File: config.mk
export PLATFORM = sky130hd
export DESIGN_NAME = salwc_lookup
export DESIGN_NICKNAME = d
export VERILOG_FILES = /design/src/sv/salwc_pkg.sv /design/src/sv/salwc_lookup.sv
export VERILOG_INCLUDE_DIRS = /design/src /design/src/sv
export SDC_FILE = /design/constraint.sdc
export NUM_CORES = 1
export LEC_CHECK = 0
export BUFFER_PORTS_ARGS = -buffer_cell sky130_fd_sc_hd__buf_2
export CAP_MARGIN = 25
export CORE_AREA = 2 2 133 135
export DETAILED_ROUTE_END_ITERATION = 8
export DIE_AREA = 0 0 135 137
export SLEW_MARGIN = 20
export SYNTH_ARGS = -nofsm -noshare
export SYNTH_HDL_FRONTEND = slang
export SYNTH_SLANG_ARGS = --single-unit
File: constraint.sdc
create_clock -name clk -period 3.5 [get_ports clk]
set_clock_uncertainty 0.15 [all_clocks]
set_input_delay 0.525 -clock clk [delete_from_list [all_inputs] [get_ports clk]]
set_output_delay 0.525 -clock clk [all_outputs]
set_load 0.01 [all_outputs]
File: src/sv/set_assoc_lru_writeback_cache_defines.svh
// set_assoc_lru_writeback_cache_defines.svh
// assertion macros shared by the top level and salwc_lookup; expects clk and rst_n in scope
`ifndef SET_ASSOC_LRU_WRITEBACK_CACHE_DEFINES_SVH
`define SET_ASSOC_LRU_WRITEBACK_CACHE_DEFINES_SVH

// consequent must hold in the same cycle as the antecedent
`define SALWC_ASSERT_SAME(label, ante, cons, msg) \
    label: assert property (@(posedge clk) disable iff (!rst_n) (ante) |-> (cons)) \
        else $error(msg);

// consequent must hold in the cycle after the antecedent
`define SALWC_ASSERT_NEXT(label, ante, cons, msg) \
    label: assert property (@(posedge clk) disable iff (!rst_n) (ante) |=> (cons)) \
        else $error(msg);

`endif

File: src/sv/salwc_pkg.sv
// salwc_pkg.sv
// shared types, constants and helpers for the set-associative cache
// no dependencies
`timescale 1ns / 1ps

package salwc_pkg;

    // default build sizes
    localparam int unsigned DEF_MAX_SETS  = 256;
    localparam int unsigned DEF_MAX_WAYS  = 8;
    localparam int unsigned DEF_ADDR_BITS = 32;

    // fixed field widths
    localparam int unsigned ADDR_W    = 32;
    localparam int unsigned TAG_W     = 32;
    localparam int unsigned CNT_W     = 32;
    localparam int unsigned WAY_OUT_W = 3;
    localparam int unsigned CFG_W     = 4;
    localparam int unsigned CFG_IDX_W = 2;
    localparam int unsigned AGE_W     = 3;
    // set index before reduction: up to 15 bits from a 4-bit width register
    localparam int unsigned IDX_W     = 15;

    localparam logic [AGE_W-1:0] AGE_TOP = 3'd7;

    // configuration register indexes
    localparam logic [CFG_IDX_W-1:0] CFG_OFFSET_BITS    = 2'd0;
    localparam logic [CFG_IDX_W-1:0] CFG_SET_INDEX_BITS = 2'd1;
    localparam logic [CFG_IDX_W-1:0] CFG_WAYS_IN_USE    = 2'd2;

    // configuration reset values
    localparam logic [CFG_W-1:0] RST_OFFSET_BITS    = 4'd5;
    localparam logic [CFG_W-1:0] RST_SET_INDEX_BITS = 4'd6;
    localparam logic [CFG_W-1:0] RST_WAYS_IN_USE    = 4'd4;

    typedef struct packed {
        logic              action;
        logic [ADDR_W-1:0] address;
    } req_t;

    typedef struct packed {
        logic                 hit;
        logic [WAY_OUT_W-1:0] way;
        logic                 writeback;
        logic [TAG_W-1:0]     victim_tag;
        logic [CNT_W-1:0]     read_count;
        logic [CNT_W-1:0]     read_miss_count;
        logic [CNT_W-1:0]     write_count;
        logic [CNT_W-1:0]     write_miss_count;
        logic [CNT_W-1:0]     writeback_count;
    } rsp_t;

    // per-way line state kept in the metadata memory
    typedef struct packed {
        logic             valid;
        logic             dirty;
        logic [AGE_W-1:0] age;
    } way_meta_t;

    // status of the way scan
    typedef struct packed {
        logic done;
        logic hit;
        logic placed;
    } lookup_t;

    // saturating age increment
    function automatic logic [AGE_W-1:0] age_inc(input logic [AGE_W-1:0] a);
        logic [AGE_W-1:0] r;
        r = (a == AGE_TOP) ? a : a + 1'b1;
        return r;
    endfunction

endpackage

File: src/sv/salwc_lookup.sv
// salwc_lookup.sv
// way scan: one shared tag and age comparator stepped over the ways of a set
// depends on salwc_pkg and the assertion macros header
`timescale 1ns / 1ps
`include "set_assoc_lru_writeback_cache_defines.svh"

module salwc_lookup import salwc_pkg::*; #(
    parameter int unsigned MAX_WAYS = DEF_MAX_WAYS,
    localparam int unsigned WAY_W = (MAX_WAYS > 1) ? $clog2(MAX_WAYS) : 1
) (
    input  logic                           clk,
    input  logic                           rst_n,
    input  logic                           start,
    input  logic [TAG_W-1:0]               tag,
    input  logic [MAX_WAYS-1:0][TAG_W-1:0] tags,
    input  way_meta_t [MAX_WAYS-1:0]       meta,
    input  logic [WAY_W-1:0]               last_way,
    output lookup_t                        flags,
    output logic [WAY_W-1:0]               way
);

    logic             busy_reg;
    logic             busy_next;
    logic [WAY_W-1:0] cnt_reg;
    logic [WAY_W-1:0] cnt_next;
    logic             inv_found_reg;
    logic             inv_found_next;
    logic [WAY_W-1:0] inv_way_reg;
    logic [WAY_W-1:0] inv_way_next;
    logic [AGE_W-1:0] best_age_reg;
    logic [AGE_W-1:0] best_age_next;
    logic [WAY_W-1:0] oldest_reg;
    logic [WAY_W-1:0] oldest_next;
    lookup_t          flags_reg;
    lookup_t          flags_next;
    logic [WAY_W-1:0] way_reg;
    logic [WAY_W-1:0] way_next;

    way_meta_t        cur;
    logic             match;

    // the shared compare unit looks at one way per cycle
    assign cur   = meta[cnt_reg];
    assign match = cur.valid && (tags[cnt_reg] == tag);

    always_comb
    begin
        busy_next      = busy_reg;
        cnt_next       = cnt_reg;
        inv_found_next = inv_found_reg;
        inv_way_next   = inv_way_reg;
        best_age_next  = best_age_reg;
        oldest_next    = oldest_reg;
        flags_next     = flags_reg;
        flags_next.done = 1'b0;
        way_next       = way_reg;

        if (start)
        begin
            busy_next      = 1'b1;
            cnt_next       = '0;
            inv_found_next = 1'b0;
            flags_next     = '0;
        end
        else if (busy_reg)
        begin
            // lowest invalid way
            if (!cur.valid && !inv_found_reg)
            begin
                inv_found_next = 1'b1;
                inv_way_next   = cnt_reg;
            end
            // oldest way, lowest on ties
            if (cnt_reg == '0 || cur.age > best_age_reg)
            begin
                best_age_next = cur.age;
                oldest_next   = cnt_reg;
            end

            if (match)
            begin
                busy_next         = 1'b0;
                flags_next.done   = 1'b1;
                flags_next.hit    = 1'b1;
                flags_next.placed = 1'b0;
                way_next          = cnt_reg;
            end
            else if (cnt_reg == last_way)
            begin
                busy_next         = 1'b0;
                flags_next.done   = 1'b1;
                flags_next.hit    = 1'b0;
                flags_next.placed = inv_found_next;
                way_next          = inv_found_next ? inv_way_next : oldest_next;
            end
            else
            begin
                cnt_next = cnt_reg + 1'b1;
            end
        end
    end

    // control state
    always_ff @(posedge clk or negedge rst_n)
    begin
        if (!rst_n)
        begin
            busy_reg      <= 1'b0;
            cnt_reg       <= '0;
            inv_found_reg <= 1'b0;
            flags_reg     <= '0;
        end
        else
        begin
            busy_reg      <= busy_next;
            cnt_reg       <= cnt_next;
            inv_found_reg <= inv_found_next;
            flags_reg     <= flags_next;
        end
    end

    // scan payload
    always_ff @(posedge clk)
    begin
        inv_way_reg  <= inv_way_next;
        best_age_reg <= best_age_next;
        oldest_reg   <= oldest_next;
        way_reg      <= way_next;
    end

    assign flags = flags_reg;
    assign way   = way_reg;

    // checks
    `SALWC_ASSERT_SAME(a_done_ends_scan, flags_reg.done, !busy_reg,
        "scan reported done while still busy")
    `SALWC_ASSERT_SAME(a_result_consistent, flags_reg.done,
        !(flags_reg.hit && flags_reg.placed) && way_reg <= last_way,
        "scan result names a hit and a fill or a way out of use")

endmodule
# Word level (Yosys, flattened, before mapping)
# Index checks and enable logic that the tools add are counted.
# classes
n_mux,26
n_bitwise,1
order_cmp,2
n_addsub,1
n_reduce_logical,14
eq_ne,4
# op_table
cell,count
$bmux W32 S3,1
$mux W3,13
$eq A32 B32 Y1,1
$mux W32,1
$bmux W5 S3,1
$mux W1,9
$reduce_and A3 Y1,3
$mux W5,1
$lt A3 B4 Y1 const B,1
$ne A2 B2 Y1 const B,2
$reduce_and A2 Y1,2
$reduce_bool A2 Y1,2
$add A3 B1 Y3 const B,1
$eq A3 B3 Y1,1
$gt A3 B3 Y1,1
$logic_not A3 Y1,1
$reduce_bool A3 Y1,1
$logic_and A1 B1 Y1,2
$logic_not A1 Y1,2
$logic_or A1 B1 Y1,1
$not A1 Y1,1
# totals
word_cells,58
in_bits,334
regBits,20
out_inout_bits,6

# Longest topological paths before layout
# Gate-level depths: netlist of the first run.
# depth
word_depth,11
ltp_mapped,16
ltp_nobuf,12

# Worst setup path before layout of the first run
# No wires, ideal clock.
# synth_timing
path_kind,register to register
startpoint,reg cnt_reg[0]
endpoint,"reg way_reg[0], in the netlist way[0], data pin"
setup_time_ps,266
stages_incl_launch_ff,16
n_path_buf,4
path_slack_ps,-217
synth_period_minus_slack_ps,3717
t_arrival_ps,3301
required_time_ps,3084
cell_sequence,dfrtp_1 > buf_6 > buf_8 > buf_6 > buf_1 > mux4_2 > nand2_1 > nand2_1 > ha_1 > a21o_1 > a21oi_1 > a31oi_1 > a21oi_1 > mux2_2 > mux2i_1 > mux2i_1
# synth_rtl
item,line,rtl
start: declaration,salwc_lookup.sv:24,logic [WAY_W-1:0] cnt_reg;
start signal: assignment,salwc_lookup.sv:116,cnt_reg <= cnt_next;
end signal: assignment,salwc_lookup.sv:128,way_reg <= way_next;
end: declaration,salwc_lookup.sv:36,logic [WAY_W-1:0] way_reg;

# Worst setup path in the final report of the first run
# layout_timing
startpoint,reg cnt_reg[0]
endpoint,reg cnt_reg[2]
# layout_via
elab_chain_cells,6
elab_cells_between_ends,15
classes_between,add/sub: 1; eq/ne: 4; mux: 8; reduce/logical: 2
# layout_lines
item,line,rtl
$bmux W32 S3,salwc_lookup.sv:44,assign match = cur.valid && (tags[cnt_reg] == tag);
$mux W32 (implied by the code),salwc_lookup.sv:44,
$eq A32 B32 Y1,salwc_lookup.sv:44,
$logic_and A1 B1 Y1,salwc_lookup.sv:44,
$ne A2 B2 Y1 (no source line),--,
$reduce_and A3 Y1 (no source line),--,
# Parallel ways exist; a longest one is shown, timed or not. The select of a mux whose other input is x is not followed.
# A chain may end at the register's enable or synchronous reset.

==> results of run 1 <==
## how the worst max path moves through the flow
stage | from | end | slack, ps
final | cnt_reg[0] | cnt_reg[2] | 190
after CTS | cnt_reg[0] | cnt_reg[2] | 10
after global placement | cnt_reg[0] | cnt_reg[2] | 90
after global routing | cnt_reg[0] | way[2] | -20
after floorplan | cnt_reg[0] | way[0] | 5
after detailed placement | cnt_reg[0] | cnt_reg[2] | 40
## power groups by stage
stage	Combinational, W	Clock, W	Sequential [W]
final	0.00214	0.000239	0.000454
after global routing	0.00235	0.000254	0.000469
after CTS	0.00213	0.000242	0.000469
after detailed placement	0.00213	0	0.000472
after global placement	0.00210	0	0.000472
after floorplan	0.00157	0	0.000404
## metal layers
layer / wire [microns] / GRT usage [%] / up-vias
met5: 45 / 0 / -
met4: 98 / 1.678 / 6
met3: 1019 / 2.407 / 15
met2: 8324 / 30.09 / 170
met1: 7207 / 23.59 / 2004
li1: - / - / 1897
## worst max-delay path, stage by stage, from the launching register on
cell	delay [ps]
dfrtp_4	560
buf_12	210
mux4_2	510
mux2i_1	170
xnor2_1	80
nor4_1	390
buf_4	180
and4bb_1	240
nand4_4	160
and4_1	250
mux2_4	290
## stage by stage
step / hold WS [ps] / setup TNS, ps / cells / worst slack [ps] / utilization (%)
2_1_floorplan: 79.41 / 0 / 301 / 4.830 / -
3_3_place_gp: 230.5 / 0 / 853 / 89.93 / 33.17
3_5_place_dp: 230.4 / 0 / 853 / 36.95 / 33.17
4_1_cts: 384.9 / 0 / 858 / 13.08 / 33.69
5_1_grt: 415.1 / -18.13 / 866 / -16.88 / 34.10
6_report: 381.3 / 0 / 866 / 188.3 / 34.10
## timing repair
item,4_1_cts,5_1_grt
setup buffers,0,8
endpoints found under the setup margin,0,9
endpoints found under the hold margin,8,0
hold buffers,1,0
gates resized for setup,0,2
## cells by family after synthesis
| family | share of synthesized area [%] |
|---|---|
| and+or+nand+nor | 9.604 |
| AOI/OAI and AO/OA | 5.783 |
| buffers and inverters | 4.888 |
| xor gates and xnor gates | 7.229 |
| muxes | 55.35 |
| adders and majority gates | 1.721 |
| DFF | 15.42 |
## area by class of cell
class                           instances  share of cell area (%)
Clock buffer                            4                   1.355
Timing Repair Buffer                  358                   33.51
Multi-Input combinational cell        250                   49.92
Sequential cell                        20                   9.787
Inverter                                9                  0.5808
Tap cell                              225                   4.840
## cell usage in the layout, fill, tap and decap left out, types with 8 or more instances in the layout
master and instances:
mux2i_1 45, buf_2 331, xnor2_1 9, mux4_2 58, mux2_1 8, buf_4 19, nand2_1 12, xor2_1 20
o21ai_0 8, edfxtp_1 12, mux2_2 12, nor2_1 13
==> metrics.txt, run 1 <==
Worst EP required=3480 ps; Data arrival, critical path=3300 ps; Sink Count=20; count leader, synth=mux4_2; Async SR Flop Fraction=40.00%; critical path fanouts, max=18; clk buf depth=2; core area=17,060 sq um; Leakage=2.836 nW; initial antenna violation count=6; final hold viol count=0; critical path type=reg2reg; internal power=0.001709 W; Chip Width=135 microns; GPL Wtd Cong=0.8971; vias in the first global route=4,199; destination of the worst hold path=flags[0]; Mapped Cells=301; Layout area overhead=60.03%; Post-Syn Area per Cell=12.08 sq um; CTS tree=built; # fillers=1,785; Max VDD drop=201.6 uV; clock share of power=8.4%; reg-to-reg endpoint=cnt_reg[2]; Post-synth EDFFs=12; Pwr Density=487.5 nW/um^2; worst hold-check path type=reg2reg; hpwl dp=14,800 microns; 1st-pass router iterations=4; RSZ-0062 raised after global routing=true; register area=569.3 sq um; Nets=981; outcome=complete, no violations; fin crit period=3312 ps; Synth Register Bits=20; Period Utilization, post-route=94.62%; htree depth=1; cells on worst reg2reg path=10; Multi-input gate area=2904 sq um; I/O pin count=340; Post-Layout Inst Area=5817 sq um; worst reg2reg setup slack=190 ps; synth unique cells=46; hold_sp=flags[0]; top cell type's share of synthesized area=35.94%; gr usage total=17.26%; overall power=0.002836 W; initial DRC count=133; # rows=48; Avg WL per Cell=19.28 microns; FMAX=302.0 MHz; Slew headroom=67.30%; worst hold stages=1; Cell Area, Placed=5658 sq um; final wirelength=16,700 microns; Synth warnings=0; Worst setup EP type=register; dominant synthesized flop cell=edfxtp_1; grt ovf=0; total CTS buffers=3; ant diodes=0; most area-hungry cell type in the Yosys netlist=mux4_2; Initial Utilization=21.31%; I/O Buffers=331; sequential share of power=16.0%; Slew @ Worst Pin=489.8 ps; Critical R2R Launch=cnt_reg[0]; max cap viols=0; Clock Latency Late Sink=250 ps; main area contributors after synthesis=mux4_2, mux2i_1, edfxtp_1; Mapped Area=3635 sq um; via/cell ratio=4.725; share of cells above drive strength 1=69.11%; count of pins over their slew limit=0; Detail Route Antenna Nets=0; Synth Net Count=640; first-pass GRT wire length=23,990 microns; largest net degree at the start of global routing=43; Setup Viol. Count Final=0; sequential cell area fraction in the yosys report=15.42%; DRC Markers=0; die area=18,500 sq um; Clock Pin Slew Worst Setup and Hold Paths=50 ps; Comb power frac=75.6%; total vias in the final route=4,092; Synth top cells by count=mux4_2, mux2i_1, xor2_1; Worst Setup Start Kind=register; die height=137 microns; sw frac=39.74%; CTS Root Cell=clkbuf_16; NetSw=0.001127 W
No activity file was read; power rests on OpenSTA's default activity.
==> inputs of run 2 (changes only) <==
==> constraint.sdc (replaced) <==
create_clock -name clk -period 2.8 [get_ports clk]
set_clock_uncertainty 0.15 [all_clocks]
set_input_delay 0.42 -clock clk [delete_from_list [all_inputs] [get_ports clk]]
set_output_delay 0.42 -clock clk [all_outputs]
set_load 0.01 [all_outputs]
==> metrics.txt, run 2 (synthesized netlist as in run 1, its figures left out) <==
Sink Count=20; I/O pin count=340; worst hold stages=2; max cap viols=0; final wirelength=16,250 microns; Setup Viol. Count Final=18; first-pass GRT wire length=23,540 microns; Chip Width=135 microns; FMAX=307.9 MHz; vias in the first global route=4,397; die area=18,500 sq um; Worst Slack Setup Final=-447.7 ps; Placed Cells incl. Taps=890; CP max stage cell=mux4_2; Max stage delay on crit path=490 ps; gr usage total=16.82%; dpl ws=-464.6 ps; most frequent cells in the layout=buf_2, mux4_2, buf_4; failing checks=setup timing; htree depth=1; RSZ-0062 raised after global routing=true; I/O Buffers=331; Crit path buffers/inverters=3; count of pins over their slew limit=0; commonest non-fill, non-tap cell in the layout=buf_2; critical path fanouts, max=8; Crit path max-delay family=multiplexers; overall power=0.004359 W; total CTS buffers=3; Layout area overhead=76.83%; Clock Latency Late Sink=250 ps; Detail Route Antenna Nets=0; total vias in the final route=4,150; final hold viol count=0; clk buf depth=2; initial DRC count=115; Avg WL per Cell=17.85 microns; Slew @ Worst Pin=416.2 ps; CTS Root Cell=clkbuf_16; Initial Utilization=21.31%; fin crit period=3248 ps; Worst Setup Start Kind=register; ant diodes=0; # rows=48; Slew headroom=72.18%; 1st-pass router iterations=4; Leakage=3.119 nW; grt ovf=0; CP Depth=13; CTS tree=built; GPL Wtd Cong=0.9313; die height=137 microns; initial antenna violation count=1; Worst EP required=2650 ps; Max VDD drop=315.9 uV; Clock Pin Slew Worst Setup and Hold Paths=50 ps; Worst setup EP type=register; Finished Layout Cells=910; DRC Markers=0; largest net degree at the start of global routing=20; Data arrival, critical path=3100 ps; cells on worst reg2reg path=13; via/cell ratio=4.560; Nets=1,025; core area=17,060 sq um; Pwr Density=678.2 nW/um^2; share of cells above drive strength 1=74.60%; hpwl dp=14,360 microns; critical path type=reg2reg; worst hold-check path type=in2reg; CP cell instances=buf_12 -> buf_12 -> buf_4 -> mux4_2 -> nand2_1 -> nand2_2 -> ha_4 -> a21oi_2 -> a31oi_4 -> nor2_1 -> o22a_1 -> mux2_4 -> mux2_4; outcome=finished with violations; Period Utilization, post-route=116.0%
[run 2: changes by cell type in the layout (fill, tap and decap cells not counted), moves of 3 or more]
cell / delta
buf_12: +8
buf_6: +7
mux2i_2: +3
buf_4: +29
nand2_2: +4
a21oi_1: -4
mux2i_1: -3
mux2_4: +4
mux2_2: -3
nand2_1: -4
[run 2: routing by layer]
layer | global-route usage, % | vias to the layer above | part of all wire, %
li1 | - | 1993 | -
met1 | 21.34 | 1973 | 41
met2 | 30.71 | 164 | 52
met3 | 2.111 | 18 | 5.4
met4 | 3.356 | 2 | 1.3
met5 | 0 | - | 0.043
[run 2: path summary, 6_finish.rpt]
| kind | start | to | slack, ps |
|---|---|---|---|
| min in group asynchronous | rst_n | flags[0] | 390 |
| worst min register to register | flags[0] | flags[0] | 390 |
| max in group asynchronous | rst_n | cnt_reg[1] | 1920 |
| worst min-delay path | start | flags[1] | 330 |
| worst max-delay path | cnt_reg[0] | way[2] | -450 |
| worst max register to register | cnt_reg[0] | way[2] | -450 |
[run 2: per-stage QoR]
step | hold slack [ps] | utilization, % | area [sq um] | TNS [ps]
2_1_floorplan | -25.59 | - | 3697 | -2718
3_3_place_gp | 120.6 | 35.18 | 6001 | -5401
3_5_place_dp | 119.3 | 35.18 | 6001 | -5352
4_1_cts | 320.9 | 36.95 | 6302 | -4450
5_1_grt | 339.4 | 37.68 | 6427 | -6726
6_report | 327.7 | 37.68 | 6427 | -4654
[run 2: cell type report]
cell class / instances / area [sq um]
inverters: 9 / 33.78
flip-flops and latches: 20 / 566.8
fillers: 1726 / 10630
clock buffers: 4 / 88.84
multi-input cells: 250 / 3050
repair buffers: 402 / 2406
well taps: 225 / 281.5
[run 2: power by group]
part | leakage (nW) | switching, W | internal, W
registers | 0.215 | 0.0000772 | 0.000466
logic | 2.86 | 0.00146 | 0.00203
clock network | 0.0442 | 0.000108 | 0.000218
[run 2: repair_timing]
| item | CTS | global route |
|---|---|---|
| gates resized for setup | 23 | 16 |
| setup buffers | 10 | 6 |
| setup endpoints to repair | 18 | 20 |
| pin swaps | 17 | 16 |
| hold buffers | 1 | 0 |
| hold endpoints to repair | 8 | 0 |
